--- src/sv/bmdl_pkg.sv ---
package bmdl_pkg;

	// Number of keys in the matrix
	localparam int KEY_COUNT = 16;
	// Width of the raw scan word and of the hold timer
	localparam int RAW_W = 16;
	localparam int TIMER_W = 16;
	// Reload used after reset
	localparam logic [TIMER_W-1:0] TICKS_RESET = 16'd10;

	typedef enum logic [1:0] {
		CMD_SCAN  = 2'd0,
		CMD_PRESS = 2'd1,
		CMD_LONG  = 2'd2,
		CMD_CLEAR = 2'd3
	} cmd_t;

	// Per-lane control for one accepted word
	typedef struct packed {
		logic               scan;
		logic               clr_press;
		logic               clr_long;
		logic [TIMER_W-1:0] reload;
	} lane_ctl_t;

	// Word position (MSB first) that feeds a given key
	function automatic logic [3:0] pos_of_key(input logic [3:0] k);
		logic [3:0] p;
		begin
			case (k[3:2])
				2'd0: p = 4'd7 - k;
				2'd1: p = k - 4'd4;
				// 23 - k, taken modulo 16
				2'd2: p = 4'd7 - k;
				2'd3: p = k - 4'd4;
				default: p = 4'd0;
			endcase
			return p;
		end
	endfunction

endpackage

--- src/sv/bmdl_lane.sv ---
module bmdl_lane (
	input  logic                 clk,
	input  logic                 arst_n,
	input  bmdl_pkg::lane_ctl_t  ctl,
	input  logic                 sample,
	output logic                 press_flag,
	output logic                 long_flag
);

	logic                          newest_q;
	logic                          older_q;
	logic                          oldest_q;
	logic                          level_q;
	logic [bmdl_pkg::TIMER_W-1:0]  timer_q;
	logic                          press_q;
	logic                          long_q;
	logic                          stable;
	logic [bmdl_pkg::TIMER_W-1:0]  timer_dec;

	// Three samples agree once this word's sample is shifted in
	assign stable    = (sample == newest_q) && (newest_q == older_q);
	assign timer_dec = timer_q - bmdl_pkg::TIMER_W'(1);

	// Advance samples, level and hold timer on a scan word
	always_ff @(posedge clk or negedge arst_n) begin
		if (!arst_n) begin
			newest_q <= 1'b0;
			older_q  <= 1'b0;
			oldest_q <= 1'b0;
			level_q  <= 1'b0;
			timer_q  <= '0;
		end else if (ctl.scan) begin
			newest_q <= sample;
			older_q  <= newest_q;
			oldest_q <= older_q;
			if (stable) begin
				if (older_q != level_q) begin
					level_q <= older_q;
					if (older_q) begin
						timer_q <= ctl.reload;
					end
				end else if (timer_dec == '0) begin
					timer_q <= ctl.reload;
				end else begin
					timer_q <= timer_dec;
				end
			end
		end
	end

	// Set sticky flags on scan, drop them on query or clear
	always_ff @(posedge clk or negedge arst_n) begin
		if (!arst_n) begin
			press_q <= 1'b0;
			long_q  <= 1'b0;
		end else begin
			if (ctl.scan && stable && (older_q != level_q) && older_q) begin
				press_q <= 1'b1;
			end else if (ctl.clr_press) begin
				press_q <= 1'b0;
			end
			if (ctl.scan && stable && (older_q == level_q) && level_q
				&& (timer_dec == '0)) begin
				long_q <= 1'b1;
			end else if (ctl.clr_long) begin
				long_q <= 1'b0;
			end
		end
	end

	assign press_flag = press_q;
	assign long_flag  = long_q;

	// A press flag is only raised by a scan word
	assert property (@(posedge clk) disable iff (!arst_n)
		$rose(press_q) |-> $past(ctl.scan))
		else $error("press flag set without a scan");

	// A long-press flag needs the key held down
	assert property (@(posedge clk) disable iff (!arst_n)
		$rose(long_q) |-> $past(level_q))
		else $error("long flag set while released");

endmodule

--- src/sv/bmdl_merge.sv ---
module bmdl_merge #(
	parameter int KEY_COUNT = bmdl_pkg::KEY_COUNT
) (
	input  logic                   clk,
	input  logic                   arst_n,
	input  logic                   push,
	input  logic [1:0]             cmd,
	input  logic [3:0]             key_index,
	input  logic [KEY_COUNT-1:0]   press_vec,
	input  logic [KEY_COUNT-1:0]   long_vec,
	output logic                   space,
	output logic                   out_valid,
	input  logic                   out_ready,
	output logic                   flag_out
);

	localparam int KEY_W = $clog2(KEY_COUNT);

	logic       flag_d;
	logic       e0_q;
	logic       e1_q;
	logic [1:0] count_q;
	logic       pop;
	logic [KEY_W-1:0] sel;

	assign sel = key_index[KEY_W-1:0];

	// Pick the addressed flag before the lanes clear it
	always_comb begin
		case (bmdl_pkg::cmd_t'(cmd))
			bmdl_pkg::CMD_PRESS: flag_d = press_vec[sel];
			bmdl_pkg::CMD_LONG:  flag_d = long_vec[sel];
			default:             flag_d = 1'b0;
		endcase
	end

	assign pop       = out_valid && out_ready;
	assign out_valid = (count_q != 2'd0);
	assign flag_out  = e0_q;
	assign space     = (count_q != 2'd2);

	// Two-entry result queue: hold, advance, drop
	always_ff @(posedge clk or negedge arst_n) begin
		if (!arst_n) begin
			count_q <= 2'd0;
			e0_q    <= 1'b0;
			e1_q    <= 1'b0;
		end else begin
			if (push && !pop) begin
				if (count_q == 2'd0) begin
					e0_q <= flag_d;
				end else begin
					e1_q <= flag_d;
				end
				count_q <= count_q + 2'd1;
			end else if (pop && !push) begin
				e0_q    <= e1_q;
				count_q <= count_q - 2'd1;
			end else if (pop && push) begin
				if (count_q == 2'd1) begin
					e0_q <= flag_d;
				end else begin
					e0_q <= e1_q;
					e1_q <= flag_d;
				end
			end
		end
	end

	// Queue never overfills
	assert property (@(posedge clk) disable iff (!arst_n)
		count_q != 2'd3)
		else $error("result queue overflow");

	// No push into a full queue
	assert property (@(posedge clk) disable iff (!arst_n)
		(count_q == 2'd2) |-> !push)
		else $error("push into full queue");

endmodule

--- src/sv/button_matrix_debounce_longpress_core.sv ---
// Sixteen-key debounce with press and long-press (auto-repeat) flags.
// Input channel (in_valid/in_ready) carries one word: cmd, raw_word,
// key_index. A scan word shifts a new active-low sample into every key,
// all sixteen lanes updating together; query words return a flag and clear
// it; a clear word drops both flags of one key.
// Output channel (out_valid/out_ready) returns one word per input word,
// flag_out, in order. Each result is registered into the result queue on acceptance.
// Throughput is one word per cycle: each lane does its whole update in the
// accepting cycle, and a two-entry result queue lets the input keep flowing
// while a result waits. When the receiver stalls, the queue fills and
// in_ready drops after two pending results.
// Configuration port (cfg_valid/cfg_ready/cfg_data) writes long_press_ticks;
// it is always ready and should be written only while the block is idle.
// Reset clears all samples, levels, timers and flags, empties the queue and
// sets long_press_ticks to 10.
module button_matrix_debounce_longpress_core #(
	parameter int KEY_COUNT = bmdl_pkg::KEY_COUNT
) (
	input  logic        clk,
	input  logic        arst_n,
	input  logic        in_valid,
	output logic        in_ready,
	input  logic [1:0]  cmd,
	input  logic [15:0] raw_word,
	input  logic [3:0]  key_index,
	output logic        out_valid,
	input  logic        out_ready,
	output logic        flag_out,
	input  logic        cfg_valid,
	output logic        cfg_ready,
	input  logic [15:0] cfg_data
);

	localparam int KEY_W = $clog2(KEY_COUNT);

	logic [bmdl_pkg::TIMER_W-1:0] ticks_q;
	logic [bmdl_pkg::TIMER_W-1:0] reload;
	logic                         accept;
	logic                         space;
	logic [KEY_COUNT-1:0]         press_vec;
	logic [KEY_COUNT-1:0]         long_vec;
	bmdl_pkg::cmd_t               cmd_c;

	assign cfg_ready = 1'b1;
	assign in_ready  = space;
	assign accept    = in_valid && space;
	assign cmd_c     = bmdl_pkg::cmd_t'(cmd);
	assign reload    = (ticks_q == '0) ? bmdl_pkg::TIMER_W'(1) : ticks_q;

	// Hold the long-press reload register
	always_ff @(posedge clk or negedge arst_n) begin
		if (!arst_n) begin
			ticks_q <= bmdl_pkg::TICKS_RESET;
		end else if (cfg_valid && cfg_ready) begin
			ticks_q <= cfg_data;
		end
	end

	// One lane per key
	for (genvar k = 0; k < KEY_COUNT; k++) begin : g_lane
		bmdl_pkg::lane_ctl_t ctl;
		logic                hit;
		logic                sample;

		assign hit = (key_index[KEY_W-1:0] == KEY_W'(k));
		assign sample = ~raw_word[4'd15 - bmdl_pkg::pos_of_key(4'(k))];
		assign ctl.scan      = accept && (cmd_c == bmdl_pkg::CMD_SCAN);
		assign ctl.clr_press = accept && hit
			&& ((cmd_c == bmdl_pkg::CMD_PRESS) || (cmd_c == bmdl_pkg::CMD_CLEAR));
		assign ctl.clr_long  = accept && hit
			&& ((cmd_c == bmdl_pkg::CMD_LONG) || (cmd_c == bmdl_pkg::CMD_CLEAR));
		assign ctl.reload    = reload;

		bmdl_lane u_lane (
			.clk        (clk),
			.arst_n     (arst_n),
			.ctl        (ctl),
			.sample     (sample),
			.press_flag (press_vec[k]),
			.long_flag  (long_vec[k])
		);
	end

	// Merge the addressed lane's flag into the result queue
	bmdl_merge #(
		.KEY_COUNT (KEY_COUNT)
	) u_merge (
		.clk       (clk),
		.arst_n    (arst_n),
		.push      (accept),
		.cmd       (cmd),
		.key_index (key_index),
		.press_vec (press_vec),
		.long_vec  (long_vec),
		.space     (space),
		.out_valid (out_valid),
		.out_ready (out_ready),
		.flag_out  (flag_out)
	);

	// Reload is never zero
	assert property (@(posedge clk) disable iff (!arst_n)
		reload != '0)
		else $error("zero reload");

endmodule

--- config.mk ---
export PLATFORM = sky130hd
export DESIGN_NAME = button_matrix_debounce_longpress_core
export DESIGN_NICKNAME = d
export VERILOG_FILES = /design/src/sv/bmdl_pkg.sv /design/src/sv/bmdl_lane.sv /design/src/sv/bmdl_merge.sv /design/src/sv/button_matrix_debounce_longpress_core.sv
export SDC_FILE = /design/constraint.sdc
export NUM_CORES = 1
export LEC_CHECK = 0
export BUFFER_PORTS_ARGS = -buffer_cell sky130_fd_sc_hd__clkbuf_2
export CORE_AREA = 4 4 261 288
export CTS_BUF_LIST = sky130_fd_sc_hd__clkbuf_4 sky130_fd_sc_hd__clkbuf_8
export CTS_CLUSTER_DIAMETER = 120
export DETAILED_ROUTE_END_ITERATION = 7
export DIE_AREA = 0 0 265 292
export PLACE_DENSITY = 0.54
export SETUP_SLACK_MARGIN = 0.4
export SLEW_MARGIN = 10
export SYNTH_ARGS = -nofsm -noshare
export SYNTH_HDL_FRONTEND = slang
export SYNTH_SLANG_ARGS = --single-unit
--- constraint.sdc ---
create_clock -name clk -period 6.2 [get_ports clk]
set_clock_uncertainty 0.05 [all_clocks]
set_input_delay 0.93 -clock clk [delete_from_list [all_inputs] [get_ports clk]]
set_output_delay 0.93 -clock clk [all_outputs]
set_load 0.1 [all_outputs]
==> results of run 1 <==
-- per-stage QoR --
stage	area, um^2	util	setup WS (ps)	hold slack [ps]	cells
detailed placement	25900	0.361	2330	432	3830
CTS	27600	0.384	2300	285	3960
finish	27600	0.384	2310	289	3964
floorplan	25000	-	2700	404	3016
global placement	25900	0.361	2460	421	3830
global route	27600	0.384	1810	327	3962
-- final timing paths --
path	startpoint	to	depth (start not counted)
max	g_lane[6].u_lane.timer_q[0]	g_lane[6].u_lane.timer_q[10]	9
min	arst_n	g_lane[4].u_lane.timer_q[8]	1
max reg2reg	g_lane[6].u_lane.timer_q[0]	g_lane[6].u_lane.timer_q[10]	9
min reg2reg	g_lane[5].u_lane.press_flag	g_lane[5].u_lane.press_flag	1
max in group asynchronous	arst_n	g_lane[10].u_lane.timer_q[1]	2
min in group clk	cfg_data[5]	ticks_q[5]	3
-- registers in the layout, indices dropped and copies added (netlist names) --
register	flops
u_merge.flag_out	1
g_lane.u_lane.newest_q	16
g_lane.u_lane.press_flag	16
u_merge.e1_q	1
ticks_q	16
g_lane.u_lane.timer_q	256
u_merge.count_q	2
g_lane.u_lane.long_flag	16
g_lane.u_lane.level_q	16
g_lane.u_lane.older_q	16
-- power groups by stage --
stage / Sequential [uW] / Combinational (uW) / Clock (uW)
after global placement: 4180 / 4880 / 0
after floorplan: 3790 / 4200 / 0
final: 4220 / 5070 / 2760
after detailed placement: 4210 / 5020 / 0
after global routing: 4360 / 5640 / 2960
after CTS: 4190 / 5030 / 2850
-- final cells by class --
class | instances | area (um^2)
diodes | 3 | 7.51
clock buffers | 118 | 1550
clock inverters | 12 | 91.3
fillers | 7254 | 44300
inverters | 161 | 604
multi-input cells | 2283 | 14700
flip-flops and latches | 356 | 8910
well taps | 945 | 1180
repair buffers | 86 | 576
-- worst reg2reg max path: stages (launching register included) --
cell and delay [ps]:
dfrtp_1 440, inv_1 80, ha_1 230, or4b_1 530, xnor2_1 160, a2111oi_0 670
o2111ai_1 270, nand2_1 800, o21ai_0 220, a211o_1 330
-- metal layers --
layer	up-vias	global-route usage
met3	146	0.0343
met4	0	0.0665
met2	671	0.325
met5	-	0
li1	11100	-
met1	11500	0.272
-- cells in the mapped netlist, types with 11 or more instances --
| library cell | count |
|---|---|
| nor4_1 | 74 |
| or2_2 | 23 |
| a21oi_1 | 100 |
| buf_2 | 31 |
| dfrtp_1 | 354 |
| o21ai_0 | 257 |
| nand2_1 | 315 |
| a221o_1 | 12 |
| a32oi_1 | 16 |
| ha_1 | 57 |
| mux2_2 | 19 |
| o31ai_1 | 31 |
| xor2_1 | 15 |
| a22o_1 | 15 |
| nand3_1 | 123 |
| o22a_1 | 11 |
| nor2b_1 | 26 |
| o2bb2ai_1 | 13 |
| a31oi_1 | 22 |
| nor3_1 | 146 |
| a211o_1 | 32 |
| mux2i_1 | 99 |
| nor4b_1 | 22 |
| xnor2_1 | 34 |
| inv_1 | 161 |
| nor2_1 | 182 |
| nand4_1 | 46 |
| clkbuf_1 | 167 |
| and3_1 | 57 |
| a22oi_1 | 76 |
| o22ai_1 | 11 |
| or4_1 | 33 |
| or3_1 | 70 |
| a311o_1 | 11 |
| a221oi_1 | 21 |
| o311ai_0 | 16 |
| o41ai_1 | 19 |
| o211ai_1 | 33 |
| a2bb2oi_1 | 25 |
| nor3b_1 | 17 |
| nand2b_1 | 31 |
-- cells by family (layout without fill, tap and decap cells) --
| group | Yosys count | in the layout | share of synthesized area |
|---|---|---|---|
| compound gates | 828 | 828 | 0.227 |
| xor+xnor | 49 | 49 | 0.0171 |
| fa+ha+maj | 57 | 57 | 0.0285 |
| buf+inv | 377 | 377 | 0.0606 |
| flops | 356 | 356 | 0.356 |
| mux | 128 | 128 | 0.0571 |
| other cells | 1 | 4 | 0.000150 |
| simple gates | 1220 | 1220 | 0.253 |
==> key figures, run 1 <==
Run status
  – Outcome: finished, final reports clean

STA
  – Relative slew slack: 0.164
  – Fmax: around 260 MHz
  – Final hold violation count: 0
  – TNS Setup: 0 ps
  – RSZ-0062 raised after global routing: no
  – Tmin final: between 3000 and 4000 ps
  – Worst-margin pin slew: 1250 ps
  – Crit share post-route: 0.628
  – Slew Limit Fails: 0
  – Final Setup Violations: 0

Routing
  – Final WL: approximately 80000 um
  – Via density: 5.93
  – Detail Route Antenna Nets: 0
  – Post-DR wirelength/cell: slightly above 20 um
  – DR pass1 iterations: 5
  – DRT iter0 DRCs: between 1500 and 2000
  – WL met3: approximately 5000 um
  – Met2 WL: around 37000 um
  – Vias: between 20000 and 25000
  – DRC Markers: 0
  – M1 wire length: between 30000 and 40000 um
  – Max layer used: met4

Critical path
  – Buf+Inv Stages, Crit Path: 1
  – Delay-heaviest family, CP: compound AO/OA/AOI/OAI gates
  – Critical Path, Cell by Cell: inv_1, ha_1, or4b_1, xnor2_1, a2111oi_0, o2111ai_1, nand2_1, o21ai_0, a211o_1
  – Reg2Reg Setup Slack: 2310 ps
  – Slowest cell on crit path: nand2_1
  – Startpoint types: register
  – CP endpoint kind: register
  – Slowest stage delay, CP: ~800 ps
  – Worst EP required: 6680 ps
  – CP Max Fanout: 31
  – Crit path DAT: about 4400 ps
  – Setup CP Type: reg2reg

Floorplan
  – Die area: 77400 um^2
  – Io pins: 47
  – Core area: 71900 um^2
  – Chip height: roughly 290 um
  – Chip Width: between 200 and 300 um
  – Initial Utilization: 0.348
  – Row count: roughly 100

Place
  – Hpwl dp: between 50000 and 60000 um
  – Final GP Congestion: between 0.8 and 0.9
  – # port buffers: 45

Clock tree
  – CTS Root Cell: clkbuf_8
  – Reg clk slew, reported paths: 50 ps
  – CTS tree: done
  – Htree depth: 3
  – Num CTS Buffers: 73
  – Max Buffers Root-to-Sink: 3
  – Clock Sinks: approximately 360
  – Post-CTS sizing: 0
  – Cts hold-fix bufs: 0
  – Clock latency on the worst-skew pair: around 660 ps
  – # Post-CTS Setup Buffers: 0

Finish
  – Commonest non-fill, non-tap cells in the layout: 354 x dfrtp_1, 314 x nand2_1, 257 x o21ai_0
  – Share of layout cells above drive strength 1: 0.107
  – Area grow syn2layout: 10.2%
  – Final layout net count: 3061
  – Commonest non-fill, non-tap cell in the layout: dfrtp_1

Power and ir drop
  – Power Density: approximately 440 nW/um^2
  – Leak Pwr: between 0.01 and 0.015 uW
  – Sw Share: 0.444
  – Comb power frac: 0.421
  – Clk pwr share: 0.229
  – Tot Pwr: ~12000 uW
  – Worst VDD drop: 0.000164 V
  – Seq pwr share: 0.350
  – Sw power: ~5400 uW
  – Cell-internal power: roughly 6700 uW

Synth
  – Part of the Yosys area used for sequential elements: 0.356
  – Count of mapped cells out of synthesis: slightly above 3000
  – Syn avg cell area: 8.30 um^2
  – Cell taking the most area after synthesis: dfrtp_1
  – Unique masters post-synth: 99
  – Ys async rst share: 1.00
  – Top cells by area, synth: dfrtp_1 35%, o21ai_0 5.1%, nand2_1 4.7%
  – Prevailing post-synth register cell: dfrtp_1
  – Post-synth top area share: 0.354
  – Synth warnings: 0
  – Number of synthesized register bits: 356
  – Syn nets: ~3100
  – Cell Area, Synth: ~25000 um^2
  – Number of synthesized flops with an enable pin: 0

Flow run
  – Max-Cap Viols: 0

Hold path
  – HP Class: in2async

Global routing
  – Pin count of the biggest net entering global routing: 141
  – GRT Overall Usage: 0.200
  – Initial antenna violation count: 3
  – Vias in the first global route: approximately 23000
  – First-pass GRT wire length: 126000 um
  – GRT overflow: 0
Note: power is estimated with default switching activity, not from simulation.
==> run 2, diff against run 1 <==
Settings changed: PLACE_DENSITY 0.54 to 0.56.
Clock period 6.2 ns to 3.55 ns, I/O delays scaled along.
==> run 2 against run 1 <==
First-iteration DRC count grew 21%. Sequential power grew 74%. Highest routed layer is now met5. Worst hold slack worse by 220 ps.
==> key figures, run 2 (synthesis results as in run 1) <==
Critical path
  – CP endpoint kind: register
  – Worst EP required: 4010 ps (-2670 ps)
  – Startpoint types: register
  – Crit path DAT: 3480 ps (-900 ps)
  – Reg2Reg Setup Slack: 530 ps (-1780 ps)
  – CP Max Fanout: 14 (-55%)
  – Worst R2R Start: g_lane[4].u_lane.timer_q[0]
  – CP startpoint: g_lane[4].u_lane.timer_q[0]
  – Setup CP Type: reg2reg

Routing
  – Via density: 5.81 (-2.1%)
  – Vias: 23500 (-0.20%)
  – Detail Route Antenna Nets: 0 (unchanged)
  – Post-DR wirelength/cell: 19.4 um (-4.4%)
  – DRT iter0 DRCs: 1933 (+21%)
  – DR pass1 iterations: 6 (+1)
  – DRC Markers: 0 (unchanged)
  – Final WL: 78300 um (-2.5%)

Place
  – Hpwl dp: 51500 um (+0.42%)
  – # port buffers: 45 (unchanged)
  – Placed insts: 3905 (+2.0%)
  – Final GP Congestion: 0.896 (+0.56%)

Global routing
  – First-pass GRT wire length: 124000 um (-1.9%)
  – Vias in the first global route: 22200 (-1.8%)
  – GRT overflow: 0 (unchanged)
  – Initial antenna violation count: 10 (+7)
  – Pin count of the biggest net entering global routing: 73 (-48%)
  – GRT Overall Usage: 0.196 (-0.00388)

Power and ir drop
  – Worst VDD drop: 0.000276 V (+68%)
  – Leak Pwr: 0.0113 uW (+3.8%)
  – Power Density: 755 nW/um^2 (+73%)

Floorplan
  – Chip Width: 265 um (unchanged)
  – Chip height: 292 um (unchanged)
  – Io pins: 47 (unchanged)
  – Die area: 77400 um^2 (unchanged)
  – Row count: 103 (unchanged)
  – Core area: 71900 um^2 (unchanged)
  – Initial Utilization: 0.348 (unchanged)

STA
  – Final hold violation count: 0 (unchanged)
  – Worst-margin pin slew: 821 ps (-430 ps)
  – Crit share post-route: 0.851 (+0.223)
  – Fmax: 331 MHz (+29%)
  – RSZ-0062 raised after global routing: yes
  – Slew Limit Fails: 0 (unchanged)
  – Relative slew slack: 0.452 (+0.289)
  – Final Setup Violations: 0 (unchanged)
  – Tmin final: 3020 ps (-873 ps)
  – TNS Setup: 0 ps (unchanged)

Finish
  – Final cell count without fillers: 4042 (+2.0%)
  – Final Util: 0.397 (+0.0127)
  – Final layout net count: 3147 (+2.8%)
  – Commonest non-fill, non-tap cell in the layout: dfrtp_1
  – Share of layout cells above drive strength 1: 0.144 (+0.0369)
  – Area grow syn2layout: 13.9%
  – Most flop-heavy register: g_lane.u_lane.timer_q
  – Commonest non-fill, non-tap cells in the layout: 350 x dfrtp_1, 310 x nand2_1, 256 x o21ai_0
  – Largest register FFs: 256 (unchanged)

Clock tree
  – Clock latency on the worst-skew pair: 650 ps (about the same)
  – CTS Root Cell: clkbuf_8
  – CTS tree: done
  – Clock Sinks: 356 (unchanged)
  – Htree depth: 3 (unchanged)
  – Reg clk slew, reported paths: 60 ps (about the same)
  – Max Buffers Root-to-Sink: 3 (unchanged)
  – Num CTS Buffers: 71 (-2.7%)

Hold path
  – Min-Delay Startpoint: cfg_data[2]
  – HP Class: in2reg

Run status
  – Outcome: finished, final reports clean

Flow run
  – Max-Cap Viols: 0 (unchanged)
-- run 2: cell count changes in the layout (fill, tap and decap cells not counted), moves of 4 or more --
| cell | change |
|---|---|
| buf_4 | +75 |
| clkbuf_8 | -17 |
| clkbuf_4 | +8 |
| buf_12 | +6 |
| buf_6 | +5 |
| clkinv_2 | -4 |
| dfrtp_1 | -4 |
| dfrtp_2 | +4 |
| nand2_1 | -4 |
| nor4_1 | -4 |
| or3b_4 | +4 |
-- run 2: area by class of cell --
class | instances | area, um^2
multi-input cells | 2283 | 15000
flip-flops and latches | 356 | 8920
diodes | 6 | 15.0
clock inverters | 8 | 115
fillers | 7397 | 43400
well taps | 945 | 1180
clock buffers | 109 | 1380
inverters | 161 | 612
repair buffers | 174 | 1340
-- run 2: timing repair --
item                                   CTS  global route
buffers inserted                         1            10
endpoints found under the hold margin   55             0
hold buffers                             1             0
pin swaps                                1             8
gates cloned                             0             2
setup endpoints to repair               23           173
gates resized for setup                  9            58
-- run 2: report_power, final --
part	internal (uW)	total, uW	switching [uW]
Clock	2660	4540	1890
Sequential	5400	7360	1960
Combinational	4090	9640	5550
-- run 2: layer usage --
metal / GRT usage / routed length [um] / vias to the layer above
met4: 0.0851 / 2850 / 6
met2: 0.305 / 35200 / 566
li1: - / - / 11300
met3: 0.0345 / 4570 / 159
met5: 0 / 43 / -
met1: 0.269 / 35600 / 11400
-- run 2: final timing paths --
check,end,depth (start not counted)
worst max-delay path,g_lane[4].u_lane.timer_q[12],10
worst min-delay path,ticks_q[2],3
worst max register to register,g_lane[4].u_lane.timer_q[12],10
worst min register to register,g_lane[5].u_lane.press_flag,1
max in group asynchronous,ticks_q[9],3
min in group asynchronous,g_lane[4].u_lane.timer_q[3],2
-- run 2: stage by stage --
stage / hold WS (ps) / setup slack, ps / total power (uW) / cell area (um^2)
floorplan: 187 / 425 / 13900 / 25100
global placement: 435 / 287 / 16500 / 26600
detailed placement: 442 / 245 / 16500 / 26600
CTS: 22.8 / 403 / 21200 / 28100
global route: 62.3 / 361 / 23200 / 28500
finish: 69.8 / 528 / 21500 / 28500
-- run 2: critical path, stage by stage (launching register included) --
cell and delay (ps):
dfrtp_1 440, inv_1 70, ha_1 200, buf_4 160
nor4b_2 180, and3_1 170, or4_1 460, a311oi_4 350
a41o_4 360, o21ai_0 100, a221o_1 360
==> run 3, diff against run 2 <==
Settings changed: CORE_AREA 4 4 261 288 to 4 4 273 275, DIE_AREA 0 0 265 292 to 0 0 277 279.
==> run 3 against run 2 <==
Utilization is 0.29 points higher. Critical path depth is 1 higher. Combinational power is 3.5% higher. Flip-flop and latch count stayed put. Setup slack worse by 3.4 ps. Die area is 0.13% lower. Sequential power hardly changed. Global-route usage is 0.11 points higher. Maximum frequency is 0.11% lower. Non-clock buffer count is 16 higher. Critical endpoint is now g_lane[4].u_lane.timer_q[8]. Highest routed layer unchanged.
==> key figures, run 3 (synthesis results as in run 1) <==
Finish
  – Commonest non-fill, non-tap cell in the layout: dfrtp_1
  – Largest register FFs: 256 (unchanged)
  – Most flop-heavy register: g_lane.u_lane.timer_q
  – Commonest non-fill, non-tap cells in the layout: 349 x dfrtp_1, 313 x nand2_1, 256 x o21ai_0
  – Share of layout cells above drive strength 1: 0.153 (+0.00931)
  – Final layout net count: 3163 (+0.51%)
  – Register area: 8920 um^2 (about the same)
  – Final Util: 0.400 (+0.00288)
  – Filler cell count: 7378 (-0.26%)
  – Area grow syn2layout: 15.4%
  – Area of the multi-input gates: 15000 um^2 (+0.30%)

Clock tree
  – Htree depth: 3 (unchanged)
  – Num CTS Buffers: 71 (unchanged)
  – CTS Root Cell: clkbuf_8
  – Clock latency on the worst-skew pair: 660 ps (about the same)
  – Clock Sinks: 356 (unchanged)
  – Reg clk slew, reported paths: 60 ps (about the same)
  – Max Buffers Root-to-Sink: 3 (unchanged)
  – CTS tree: done

Floorplan
  – Io pins: 47 (unchanged)
  – Chip height: 279 um (-4.5%)
  – Initial Utilization: 0.346 (-0.00206)
  – Die area: 77300 um^2 (-0.13%)
  – Chip Width: 277 um (+4.5%)
  – Row count: 99 (-3.9%)
  – Core area: 72300 um^2 (+0.60%)

Routing
  – DRT iter0 DRCs: 1676 (-13%)
  – Post-DR wirelength/cell: 19.5 um (+0.64%)
  – Via density: 5.81 (about the same)
  – Final WL: 79400 um (+1.4%)
  – Detail Route Antenna Nets: 0 (unchanged)
  – DRC Markers: 0 (unchanged)
  – DR pass1 iterations: 6 (unchanged)
  – Vias: 23700 (+0.79%)

Critical path
  – CP Max Fanout: 10 (-4)
  – Startpoint types: register
  – Worst R2R Start: g_lane[4].u_lane.timer_q[1]
  – Reg2Reg Setup Slack: 520 ps (about the same)
  – Setup CP Type: reg2reg
  – Reg-to-reg endpoint: g_lane[4].u_lane.timer_q[8]
  – Worst EP required: 4040 ps (+30 ps)
  – Crit path DAT: 3510 ps (+30 ps)
  – Worst reg2reg path depth: 11 (+1)
  – CP endpoint kind: register

Place
  – Final GP Congestion: 0.876 (-2.3%)
  – Setup WS pre-CTS: 362 ps (+118 ps)
  – # port buffers: 45 (unchanged)
  – Hpwl dp: 51600 um (+0.19%)

STA
  – Crit share post-route: 0.852 (+0.000957)
  – RSZ-0062 raised after global routing: no
  – Relative slew slack: 0.404 (-0.0489)
  – Final hold violation count: 0 (unchanged)
  – Slew Limit Fails: 0 (unchanged)
  – Final Setup Violations: 0 (unchanged)
  – TNS Setup: 0 ps (unchanged)
  – Final WS setup: 525 ps (-3.40 ps)
  – Tmin final: 3030 ps (+3.40 ps)
  – Fmax: 331 MHz (-0.11%)
  – Worst-margin pin slew: 886 ps (+65.1 ps)

Power and ir drop
  – Leak Pwr: 0.0115 uW (+1.5%)
  – Power Density: 766 nW/um^2 (+1.4%)
  – Worst VDD drop: 0.000366 V (+33%)

Global routing
  – Pin count of the biggest net entering global routing: 89 (+22%)
  – Vias in the first global route: 21700 (-2.1%)
  – GRT Overall Usage: 0.197 (+0.00110)
  – First-pass GRT wire length: 124000 um (about the same)
  – Initial antenna violation count: 7 (-3)
  – GRT overflow: 0 (unchanged)

Flow run
  – Max-Cap Viols: 0 (unchanged)

Hold path
  – Min-Delay Startpoint: cfg_data[14]
  – Hold Path Cell Cnt: 3 (unchanged)
  – HP Class: in2reg
  – Worst Hold End: ticks_q[14]

Run status
  – Outcome: finished, final reports clean
[run 3: cell types whose count changed in the layout (fill, tap and decap cells not counted), sizes merged, moves of 2 or more]
cell,previous run,this run
buf,128,141
clkbuf,154,151
inv,159,164
diode,6,2
bufinv,3,5
clkinvlp,2,5
[run 3: stage by stage]
stage | hold WS (ps) | total power, uW | instance area (um^2) | cells
after floorplan | 187 | 13900 | 25100 | 3016
after global placement | 426 | 16600 | 26700 | 3927
after detailed placement | 434 | 16600 | 26700 | 3927
after CTS | 2.99 | 21500 | 28300 | 4050
after global routing | 33.4 | 23800 | 28900 | 4073
final | 56.9 | 22100 | 28900 | 4073
[run 3: power by group]
group / internal [uW] / switching, uW / total, uW
Clock: 2810 / 1970 / 4780
Combinational: 4330 / 5650 / 9980
Sequential: 5400 / 1970 / 7370
Total: 12500 / 9600 / 22100
[run 3: worst max path at each step]
stage / end / start / depth (start not counted) / slack (ps)
2_1_floorplan: g_lane[9].u_lane.timer_q[9] / u_merge.count_q[0] / 14 / 430
3_3_place_gp: g_lane[4].u_lane.timer_q[8] / g_lane[4].u_lane.timer_q[0] / 9 / 400
3_5_place_dp: g_lane[10].u_lane.timer_q[3] / g_lane[10].u_lane.timer_q[0] / 10 / 360
4_1_cts: g_lane[10].u_lane.timer_q[3] / g_lane[10].u_lane.timer_q[0] / 10 / 390
5_1_grt: g_lane[7].u_lane.timer_q[12] / g_lane[7].u_lane.timer_q[0] / 10 / 360
6_report: g_lane[4].u_lane.timer_q[8] / g_lane[4].u_lane.timer_q[1] / 11 / 520
[run 3: critical path, cell delays in order, from the launching register on]
cell and delay, ps:
dfrtp_1 410, inv_2 50, ha_1 200, buf_6 140
nor4b_2 170, and3_1 180, or4_4 430, a311oi_4 330
buf_4 180, a41oi_4 190, clkbuf_16 270, a221o_1 310
[run 3: area by class of cell]
class,count,share of cell area
repair buffers,190,0.0542
flip-flops and latches,356,0.309
clock inverters,18,0.00831
inverters,161,0.0210
clock buffers,104,0.0467
diodes,2,0.000173
well taps,959,0.0415
multi-input cells,2283,0.520
[run 3: metal layers]
metal | track usage | wire length, um
met5 | 0.00427 | 77
met3 | 0.0322 | 4310
met1 | 0.280 | 37400
met2 | 0.306 | 35200
met4 | 0.0690 | 2420
[run 3: repair_timing]
item | CTS | global route
gates resized for setup | 5 | 75
hold buffers | 1 | 0
hold endpoints to repair | 73 | 0
pin swaps | 0 | 15
cloned | 0 | 4
setup endpoints to repair | 18 | 184
buffers inserted | 0 | 17
